File: config.mk
export PLATFORM = sky130hd
export DESIGN_NAME = pcm_float_sample_converter_core
export DESIGN_NICKNAME = d
export VERILOG_FILES = /design/src/pfc_pkg.sv /design/src/pfc_decode.sv /design/src/pfc_norm_mult.sv /design/src/pfc_round.sv /design/src/pfc_finish.sv /design/src/pcm_float_sample_converter_core.sv
export SDC_FILE = /design/constraint.sdc
export NUM_CORES = 2
export LEC_CHECK = 0
export BUFFER_PORTS_ARGS = -buffer_cell sky130_fd_sc_hd__buf_4
export CORE_ASPECT_RATIO = 1.25
export CORE_UTILIZATION = 45
export DETAILED_ROUTE_END_ITERATION = 12
export GPL_ROUTABILITY_DRIVEN = 0
export PLACE_DENSITY = 0.67
export SLEW_MARGIN = 20
export SYNTH_ARGS = -nofsm -noshare
export SYNTH_HDL_FRONTEND = slang
export SYNTH_HIERARCHICAL = 1
export SYNTH_SLANG_ARGS = --single-unit
File: constraint.sdc
create_clock -name clk -period 15.44 [get_ports clk]
set_input_delay 1.544 -clock clk [delete_from_list [all_inputs] [get_ports clk]]
set_output_delay 1.544 -clock clk [all_outputs]
set_load 0.03 [all_outputs]
File: src/pfc_pkg.sv
// Shared types, codes and format tables of the sample converter.
`default_nettype none

package pfc_pkg;

    localparam logic [2:0] FMT_FLOAT32 = 3'd0;
    localparam logic [2:0] FMT_INT16   = 3'd1;
    localparam logic [2:0] FMT_INT24   = 3'd2;
    localparam logic [2:0] FMT_INT32   = 3'd3;
    localparam logic [2:0] FMT_UNSUPPORTED = 3'd4;

    localparam logic DIR_TO_FLOAT = 1'b0;
    localparam logic DIR_TO_PCM   = 1'b1;

    localparam logic CFG_DIRECTION = 1'b0;
    localparam logic CFG_FORMAT    = 1'b1;

    typedef enum logic [1:0] {
        KIND_BYPASS,
        KIND_I2F,
        KIND_F2I
    } kind_t;

    typedef struct packed {
        logic        last;
        kind_t       kind;
        logic [2:0]  fmt;
        logic        sign;
        logic [31:0] data;
        logic [7:0]  exp;
        logic [23:0] mant;
    } s1_t;

    typedef struct packed {
        logic        last;
        kind_t       kind;
        logic [2:0]  fmt;
        logic        sign;
        logic [31:0] data;
        logic [4:0]  lz;
        logic [7:0]  exp;
        logic [54:0] prod;
    } s2_t;

    typedef struct packed {
        logic        last;
        kind_t       kind;
        logic [2:0]  fmt;
        logic        sign;
        logic [31:0] data;
        logic [7:0]  exp;
        logic [55:0] prod;
    } s3_t;

    typedef struct packed {
        logic        last;
        logic [31:0] data;
    } out_t;

    function automatic logic [31:0] fmt_mask(input logic [2:0] fmt);
        logic [31:0] m;
        case (fmt)
            FMT_INT16: m = 32'h0000_FFFF;
            FMT_INT24: m = 32'h00FF_FFFF;
            default:   m = 32'hFFFF_FFFF;
        endcase
        return m;
    endfunction

    function automatic logic [30:0] fmt_scale(input logic [2:0] fmt);
        logic [30:0] k;
        case (fmt)
            FMT_INT16: k = 31'd32767;
            FMT_INT24: k = 31'd8388607;
            default:   k = 31'd2147483647;
        endcase
        return k;
    endfunction

    function automatic logic [4:0] fmt_frac_bits(input logic [2:0] fmt);
        logic [4:0] f;
        case (fmt)
            FMT_INT16: f = 5'd15;
            FMT_INT24: f = 5'd23;
            default:   f = 5'd31;
        endcase
        return f;
    endfunction

endpackage

`default_nettype wire

File: src/pfc_decode.sv
// First stage: sign extension, float classification and clamping.
`default_nettype none

module pfc_decode (
    input  wire logic         clk,
    input  wire logic         en,
    input  wire logic [31:0]  sample,
    input  wire logic         last,
    input  wire logic         dir,
    input  wire logic [2:0]   fmt,
    output pfc_pkg::s1_t      s1_reg
);
    import pfc_pkg::*;

    s1_t         s1_next;
    logic [31:0] sx;
    logic [31:0] mag;
    logic [31:0] kval;
    logic [7:0]  e;
    logic [22:0] fr;

    always_comb
    begin
        case (fmt)
            FMT_INT16: sx = {{16{sample[15]}}, sample[15:0]};
            FMT_INT24: sx = {{8{sample[23]}}, sample[23:0]};
            default:   sx = sample;
        endcase
        mag  = sx[31] ? (~sx + 32'd1) : sx;
        kval = {1'b0, fmt_scale(fmt)};
        e    = sample[30:23];
        fr   = sample[22:0];

        s1_next      = '0;
        s1_next.last = last;
        s1_next.fmt  = fmt;
        s1_next.kind = KIND_BYPASS;
        if (fmt == FMT_FLOAT32)
        begin
            s1_next.data = sample;
        end
        else if (fmt >= FMT_UNSUPPORTED)
        begin
            s1_next.data = '0;
        end
        else if (dir == DIR_TO_FLOAT)
        begin
            if (mag != 32'd0)
            begin
                s1_next.kind = KIND_I2F;
                s1_next.sign = sx[31];
                s1_next.data = mag;
            end
        end
        else if (e == 8'hFF && fr != 23'd0)
        begin
            s1_next.data = '0;
        end
        else if (e >= 8'd127)
        begin
            s1_next.data = (sample[31] ? (~kval + 32'd1) : kval) & fmt_mask(fmt);
        end
        else if (e != 8'd0)
        begin
            s1_next.kind = KIND_F2I;
            s1_next.sign = sample[31];
            s1_next.exp  = e;
            s1_next.mant = {1'b1, fr};
        end
    end

    always_ff @(posedge clk)
    begin
        if (en)
        begin
            s1_reg <= s1_next;
        end
    end

endmodule

`default_nettype wire

File: src/pfc_norm_mult.sv
// Second stage: leading-zero normalization and scale multiplication.
`default_nettype none

module pfc_norm_mult (
    input  wire logic         clk,
    input  wire logic         en,
    input  wire pfc_pkg::s1_t s1,
    output pfc_pkg::s2_t      s2_reg
);
    import pfc_pkg::*;

    s2_t        s2_next;
    logic [4:0] lz;

    always_comb
    begin
        lz = 5'd0;
        for (int i = 0; i < 32; i++)
        begin
            if (s1.data[i])
            begin
                lz = 5'(31 - i);
            end
        end

        s2_next      = '0;
        s2_next.last = s1.last;
        s2_next.kind = s1.kind;
        s2_next.fmt  = s1.fmt;
        s2_next.sign = s1.sign;
        s2_next.exp  = s1.exp;
        s2_next.lz   = lz;
        s2_next.data = (s1.kind == KIND_I2F) ? (s1.data << lz) : s1.data;
        s2_next.prod = {31'd0, s1.mant} * {24'd0, fmt_scale(s1.fmt)};
    end

    always_ff @(posedge clk)
    begin
        if (en)
        begin
            s2_reg <= s2_next;
        end
    end

endmodule

`default_nettype wire

File: src/pfc_round.sv
// Third stage: round to nearest even for both directions.
`default_nettype none

module pfc_round (
    input  wire logic         clk,
    input  wire logic         en,
    input  wire pfc_pkg::s2_t s2,
    output pfc_pkg::s3_t      s3_reg
);
    import pfc_pkg::*;

    s3_t         s3_next;
    logic        up_i;
    logic [24:0] m25;
    logic [8:0]  expb;
    logic [5:0]  drop;
    logic [55:0] p56;
    logic [55:0] lmask;
    logic [55:0] half;
    logic [55:0] rem;
    logic        up_f;

    always_comb
    begin
        up_i = (s2.data[7:0] > 8'h80) || (s2.data[7:0] == 8'h80 && s2.data[8]);
        m25  = {1'b0, s2.data[31:8]} + {24'd0, up_i};
        expb = 9'd158 - {4'd0, s2.lz} - {4'd0, fmt_frac_bits(s2.fmt)} + {8'd0, m25[24]};

        case (s2.fmt)
            FMT_INT16: drop = s2.prod[38] ? 6'd15 : 6'd14;
            FMT_INT24: drop = s2.prod[46] ? 6'd23 : 6'd22;
            default:   drop = s2.prod[54] ? 6'd2 : 6'd1;
        endcase
        p56   = {1'b0, s2.prod};
        lmask = (56'd1 << drop) - 56'd1;
        half  = 56'd1 << (drop - 6'd1);
        rem   = p56 & lmask;
        up_f  = (rem > half) || (rem == half && p56[drop]);

        s3_next      = '0;
        s3_next.last = s2.last;
        s3_next.kind = s2.kind;
        s3_next.fmt  = s2.fmt;
        s3_next.sign = s2.sign;
        s3_next.exp  = s2.exp;
        s3_next.prod = (p56 & ~lmask) + (up_f ? (56'd1 << drop) : 56'd0);
        if (s2.kind == KIND_I2F)
        begin
            s3_next.data = {s2.sign, expb[7:0], m25[24] ? 23'd0 : m25[22:0]};
        end
        else
        begin
            s3_next.data = s2.data;
        end
    end

    always_ff @(posedge clk)
    begin
        if (en)
        begin
            s3_reg <= s3_next;
        end
    end

endmodule

`default_nettype wire

File: src/pfc_finish.sv
// Fourth stage: integer truncation, sign and output register.
`default_nettype none

module pfc_finish (
    input  wire logic         clk,
    input  wire logic         en,
    input  wire pfc_pkg::s3_t s3,
    output pfc_pkg::out_t     out_reg
);
    import pfc_pkg::*;

    out_t        out_next;
    logic [7:0]  sh;
    logic [55:0] v;
    logic [31:0] v32;

    always_comb
    begin
        sh  = 8'd150 - s3.exp;
        v   = (sh >= 8'd56) ? 56'd0 : (s3.prod >> sh);
        v32 = v[31:0];

        out_next.last = s3.last;
        if (s3.kind == KIND_F2I)
        begin
            out_next.data = (s3.sign ? (~v32 + 32'd1) : v32) & fmt_mask(s3.fmt);
        end
        else
        begin
            out_next.data = s3.data;
        end
    end

    always_ff @(posedge clk)
    begin
        if (en)
        begin
            out_reg <= out_next;
        end
    end

endmodule

`default_nettype wire

File: src/pcm_float_sample_converter_core.sv
// Four register stages; an accepted item passes through decode, norm_mult, round and finish in order.
// Throughput: one item per cycle while out_ready holds, set by the four-stage pipeline with one multiplier.
// Each stage advances when its successor is empty or advancing, so bubbles are filled.
// Reset clears all valid bits, direction to PCM-to-float and format to unsupported.
`default_nettype none

module pcm_float_sample_converter_core (
    input  wire logic        clk,
    input  wire logic        rst_n,
    input  wire logic        in_valid,
    output logic             in_ready,
    input  wire logic [31:0] sample_in,
    input  wire logic        last_in,
    output logic             out_valid,
    input  wire logic        out_ready,
    output logic [31:0]      sample_out,
    output logic             last_out,
    input  wire logic        cfg_valid,
    output logic             cfg_ready,
    input  wire logic        cfg_index,
    input  wire logic [31:0] cfg_data
);
    import pfc_pkg::*;

    logic       dir_reg;
    logic       dir_next;
    logic [2:0] fmt_reg;
    logic [2:0] fmt_next;
    logic       v1_reg, v2_reg, v3_reg, v4_reg;
    logic       ready1, ready2, ready3, ready4;
    s1_t        s1;
    s2_t        s2;
    s3_t        s3;
    out_t       res;

    assign cfg_ready = 1'b1;
    assign ready4    = !v4_reg || out_ready;
    assign ready3    = !v3_reg || ready4;
    assign ready2    = !v2_reg || ready3;
    assign ready1    = !v1_reg || ready2;
    assign in_ready  = ready1;

    always_comb
    begin
        dir_next = dir_reg;
        fmt_next = fmt_reg;
        if (cfg_valid)
        begin
            case (cfg_index)
                CFG_DIRECTION: dir_next = cfg_data[0];
                CFG_FORMAT:    fmt_next = cfg_data[2:0];
                default:       dir_next = dir_reg;
            endcase
        end
    end

    always_ff @(posedge clk or negedge rst_n)
    begin
        if (!rst_n)
        begin
            dir_reg <= DIR_TO_FLOAT;
            fmt_reg <= FMT_UNSUPPORTED;
            v1_reg  <= 1'b0;
            v2_reg  <= 1'b0;
            v3_reg  <= 1'b0;
            v4_reg  <= 1'b0;
        end
        else
        begin
            dir_reg <= dir_next;
            fmt_reg <= fmt_next;
            if (ready1) v1_reg <= in_valid;
            if (ready2) v2_reg <= v1_reg;
            if (ready3) v3_reg <= v2_reg;
            if (ready4) v4_reg <= v3_reg;
        end
    end

    pfc_decode u_decode (
        .clk    (clk),
        .en     (ready1),
        .sample (sample_in),
        .last   (last_in),
        .dir    (dir_reg),
        .fmt    (fmt_reg),
        .s1_reg (s1)
    );

    pfc_norm_mult u_norm_mult (
        .clk    (clk),
        .en     (ready2),
        .s1     (s1),
        .s2_reg (s2)
    );

    pfc_round u_round (
        .clk    (clk),
        .en     (ready3),
        .s2     (s2),
        .s3_reg (s3)
    );

    pfc_finish u_finish (
        .clk     (clk),
        .en      (ready4),
        .s3      (s3),
        .out_reg (res)
    );

    assign out_valid  = v4_reg;
    assign sample_out = res.data;
    assign last_out   = res.last;

endmodule

`default_nettype wire

Yosys cells after proc, flatten, opt, wreduce, memory -nomap -nowiden
Cells that the tools add are included.

Bitwise gates (word level): 11. Equal/unequal tests: 14. $add $sub $neg: 11. Multiply operators: 1. Reductions and logical operators: 22. Order comparisons: 6. Multiplexer cells: 74. Shifts and indexed selects: 4.

Operator list (number): 32-bit two-way mux (17); 32-bit case mux with 2 select lines (3); 5-bit two-way mux (32); 31-bit case mux with 2 select lines (2); 55-bit by 56-bit AND with 56-bit output (2); 1-bit by 6-bit left shift with 56-bit output, first input constant (2); 32-bit by 1-bit adder with 32-bit output, second input constant (3); 33-bit two-way mux (2); 32-bit AND (2); 32-bit inverter (2); 56-bit adder (1); 56-bit equality test (1); 56-bit > comparator (1); 56-bit two-way mux (1); 56-bit inverter (1); 56-bit by 8-bit >> shifter with 32-bit output (1); 56-bit by 1-bit subtractor with 56-bit output, second input constant (1); 24-bit by 31-bit multiplier with 55-bit output (1); 31-bit inverter with 32-bit output (1); 32-bit nonzero test (1); 32-bit by 5-bit left shift with 32-bit output (1); 24-bit by 1-bit adder with 25-bit output (1); 24-bit two-way mux (1); 23-bit two-way mux (1); other kinds (31) (62).

Input bits: 71. Word-level logic and storage cells: 174. Bits in registers: 322.

Longest topological paths before layout
Depth after elaboration: 34. Mapped depth: 31.

By module
Netlist, hierarchy kept.

By module, submodules not included: pfc_norm_mult (times used 1, seq. area each 3213.1 µm², area an instance 19827.8 µm², cells each 1864); pfc_round (times used 1, seq. area each 3093.0 µm², area an instance 7781.2 µm², cells each 781); pfc_finish (times used 1, seq. area each 991.0 µm², area an instance 6471.2 µm², cells each 733); pfc_decode (times used 1, seq. area each 2102.0 µm², area an instance 4554.4 µm², cells each 486); pcm_float_sample_converter_core (times used 1, seq. area each 201.4 µm², area an instance 335.3 µm², cells each 25).

Least setup slack after synthesis
OpenSTA, ideal clock, no wires.

Kind: register to register. From: register u_decode/s1_reg[66] (netlist bit). To: register u_norm_mult/s2_reg[50] (netlist bit) (data pin). Required time: 15179 ps. Stages on the path, launching flop included: 28. Setup time: 261 ps. Path slack: 7531 ps. Arrival time: 7648 ps. Path through: edfxtp_1 > or3b_2 > clkbuf_1 > clkbuf_1 > and2_1 > nand2_1 > inv_1 > fa_1 > fa_1 > inv_1 > fa_1 > fa_1 > inv_1 > fa_1 > fa_1 > inv_1 > fa_1 > inv_1 > ha_1 > clkbuf_1 > a2111o_1 > o31ai_1 > o311ai_0 > a21oi_1 > nand3b_1 > a21oi_1 > or3_1 > xor2_1.

RTL lines: start: declaration (line pfc_decode.sv:11) `output pfc_pkg::s1_t s1_reg`; start signal: assignment (line pfc_decode.sv:76) `s1_reg <= s1_next;`; end signal: assignment (line pfc_norm_mult.sv:41) `s2_reg <= s2_next;`; end: declaration (line pfc_norm_mult.sv:8) `output pfc_pkg::s2_t s2_reg`.

==> results.json <==
{
  "status": "finished clean",
  "core_area_mm2": 0.0857,
  "synth_area_mm2": 0.0390,
  "end_kind": "register",
  "antenna_found_initial": 0,
  "clk_pin_slew_ps": 60,
  "root_buffer": "clkbuf_16",
  "hold_path.class": "reg2reg",
  "rsz0062_at_grt": "false",
  "synth_area_leader_cell": "edfxtp_1",
  "setup_tns_ps": 0,
  "drive_gt1_share_pct": 8.34,
  "cts.repair.resized": 0,
  "ys_seq_area_share_pct": 24.6,
  "dp_cells": 5102,
  "yosys-top-cells-count": "523 x inv_1, 407 x fa_1, 313 x edfxtp_1, 279 x nand2_1, 277 x ha_1",
  "htree_levels": 2,
  "cp-endpoint": "u_norm_mult/s2_reg[49]",
  "layoutNonFillerInstCount": 5165,
  "setup_viol": 0,
  "cp.depth": 22,
  "die_h_um": 331,
  "yosysUniqueCellTypes": 123,
  "critPathSlowestCell": "fa_1",
  "fin_crit_ps": 9040,
  "fin_util_pct": 49.1,
  "critical_path_class": "reg2reg",
  "clkLatencyLatePin_ps": 560,
  "drtPass1Iterations": 8,
  "critical-path-top-delay-family": "adder cells",
  "r2r_slack_ps": 6400,
  "max_stage_delay_ps": 840,
  "cpMostUsedCell": "fa_1",
  "n_fill_cell": 7850,
  "fp-row-count": 120,
  "cts_hold_buffers": 0,
  "met3_length_mm": 4.89,
  "die_w_um": 265,
  "grt_pass1_wl_mm": 158,
  "r2r-end": "u_norm_mult/s2_reg[49]",
  "routed.top_layer": "met4",
  "r2r_cells": 22,
  "largest_register_ffs": 107,
  "dr.first_iter.drc_count": 2761,
  "syn_to_final_growth_pct": 8.01,
  "fmax_mhz": 111,
  "ant_nets": 0,
  "grt.overflow.total": 0,
  "stdcell_area_mm2": 0.0421,
  "met2_length_mm": 47.2,
  "multi_input_area_mm2": 0.0270,
  "grt_max_degree": 76,
  "finalCritPeriodShare_pct": 58.5,
  "syn_area_per_cell_um2": 10.0,
  "grt_pass1_vias": 28800,
  "cts.path.max_buffers": 3,
  "seq_area_mm2": 0.00960,
  "synth-async-reset-ratio_pct": 2.49,
  "synth-seq-cells": 321,
  "initial_core_util_pct": 45.5,
  "placed_area_mm2": 0.0409,
  "tightest_slew_ps": 1160,
  "drv_cap": 0,
  "finalClockSkew_ps": 23.2,
  "cp-start-kind": "register",
  "synth_warnings": 6,
  "viasPerCell": 5.65,
  "num_antenna_cells": 0,
  "wl_met1_mm": 42.1,
  "critPathLaunch": "u_decode/s1_reg[66]",
  "cp_cell_sequence": "or3b_2 > and2_1 > and2_1 > fa_1 > fa_1 > inv_1 > fa_1 > fa_1 > inv_1 > fa_1 > fa_1 > fa_1 > ha_1 > a21oi_1 > o2111ai_1 > a221oi_1 > o22ai_1 > a31oi_1 > a2111oi_2 > o41ai_1 > mux2i_1 > o2111ai_1",
  "die-area_mm2": 0.0878,
  "ys.flop_type": "edfxtp_1",
  "synth_area_leaders": "edfxtp_1 24%, fa_1 21%, ha_1 8.9%",
  "syn_inst": 3889,
  "final_hold_viol_count": 0,
  "cts_tree": "done",
  "cp.arrival_ps": 9310,
  "r2r-start": "u_decode/s1_reg[66]",
  "portBuffers": 76,
  "synth_edf_count": 313,
  "cts_sinks": 321,
  "fin_nets": 4736,
  "synth.most_common_cell": "inv_1",
  "slew_viol_final": 0,
  "worstPathMaxFanout": 26,
  "cp_data_required_time_ps": 15710,
  "drcViolationCount": 0,
  "post_cts_buffers": 0,
  "grt_usage_pct": 22.8,
  "ioPinCount": 107,
  "critPathBufInv": 2,
  "drt_wl_total_mm": 99.6,
  "cts_buffers": 36,
  "hpwl_mm": 81.2,
  "max_slew_margin_pct": 22.1,
  "wire_per_inst_um": 19.3,
  "synth_top_area_share_pct": 24.1,
  "vias": 29200
}
metrics by stage:
step | hold slack (ps) | setup slack [ps]
final | 415 | 6400
after global routing | 416 | 5900
after CTS | 407 | 6380
after detailed placement | 405 | 6460
after global placement | 401 | 6550
after floorplan | 400 | 7530
layout make-up:
cell class	instances	area share, %
Multi-Input combinational cell	2985	64.2
Clock inverter	25	0.681
Timing Repair Buffer	109	1.94
Clock buffer	38	2.16
Inverter	528	4.71
Sequential cell	321	22.8
Tap cell	1159	3.45
routing by layer:
| metal | GRT usage (%) | up-vias |
|---|---|---|
| li1 | - | 13800 |
| met1 | 29.4 | 14300 |
| met2 | 38.0 | 927 |
| met3 | 2.71 | 244 |
| met4 | 11.5 | 0 |
| met5 | 0 | - |
cell families (layout without fill, tap and decap cells):
| logic type | Yosys count | in the layout | synth area share (%) |
|---|---|---|---|
| adders and majority gates | 684 | 684 | 29.8 |
| muxes | 261 | 261 | 8.41 |
| buffers and inverters | 682 | 700 | 7.12 |
| and+or+nand+nor | 988 | 988 | 12.8 |
| other | 4 | 103 | 0.0385 |
| AOI/OAI and AO/OA | 776 | 776 | 13.3 |
| DFF | 321 | 321 | 24.6 |
| xor gates and xnor gates | 173 | 173 | 3.95 |
worst min-delay path by stage:
stage	from	end	slack, ps	depth (start not counted)
floorplan	u_round/s3_reg[102]	u_finish/out_reg[32]	400	0
global placement	u_decode/s1_reg[70]	u_norm_mult/s2_reg[106]	400	0
detailed placement	u_decode/s1_reg[29]	u_norm_mult/s2_reg[60]	410	0
CTS	u_norm_mult/s2_reg[55]	u_round/s3_reg[56]	410	0
global route	u_norm_mult/s2_reg[55]	u_round/s3_reg[56]	420	0
finish	u_norm_mult/s2_reg[55]	u_round/s3_reg[56]	410	0
layout by cell type (no fill, tap or decap), types with 24 or more instances in the layout:
master | synthesis | final
a211oi_1 | 24 | 24
a21o_1 | 72 | 72
a21oi_1 | 181 | 181
and2_1 | 74 | 74
and3_1 | 42 | 42
buf_4 | 14 | 109
clkbuf_16 | 0 | 36
conb_1 | 4 | 103
edfxtp_1 | 313 | 313
fa_1 | 407 | 407
ha_1 | 277 | 277
inv_1 | 523 | 523
mux2_2 | 51 | 51
mux2i_1 | 146 | 146
mux4_2 | 46 | 46
nand2_1 | 279 | 279
nand2b_1 | 30 | 29
nand3_1 | 64 | 64
nand4_1 | 45 | 45
nor2_1 | 208 | 208
nor2b_1 | 36 | 36
nor3_1 | 71 | 70
nor4_1 | 29 | 28
o21ai_0 | 165 | 165
o21ai_1 | 28 | 27
o22ai_1 | 25 | 25
xnor2_1 | 102 | 101
xor2_1 | 68 | 66
Power is not shown: default switching activity piles up to over one toggle a cycle in this logic, so the estimate is an artifact.
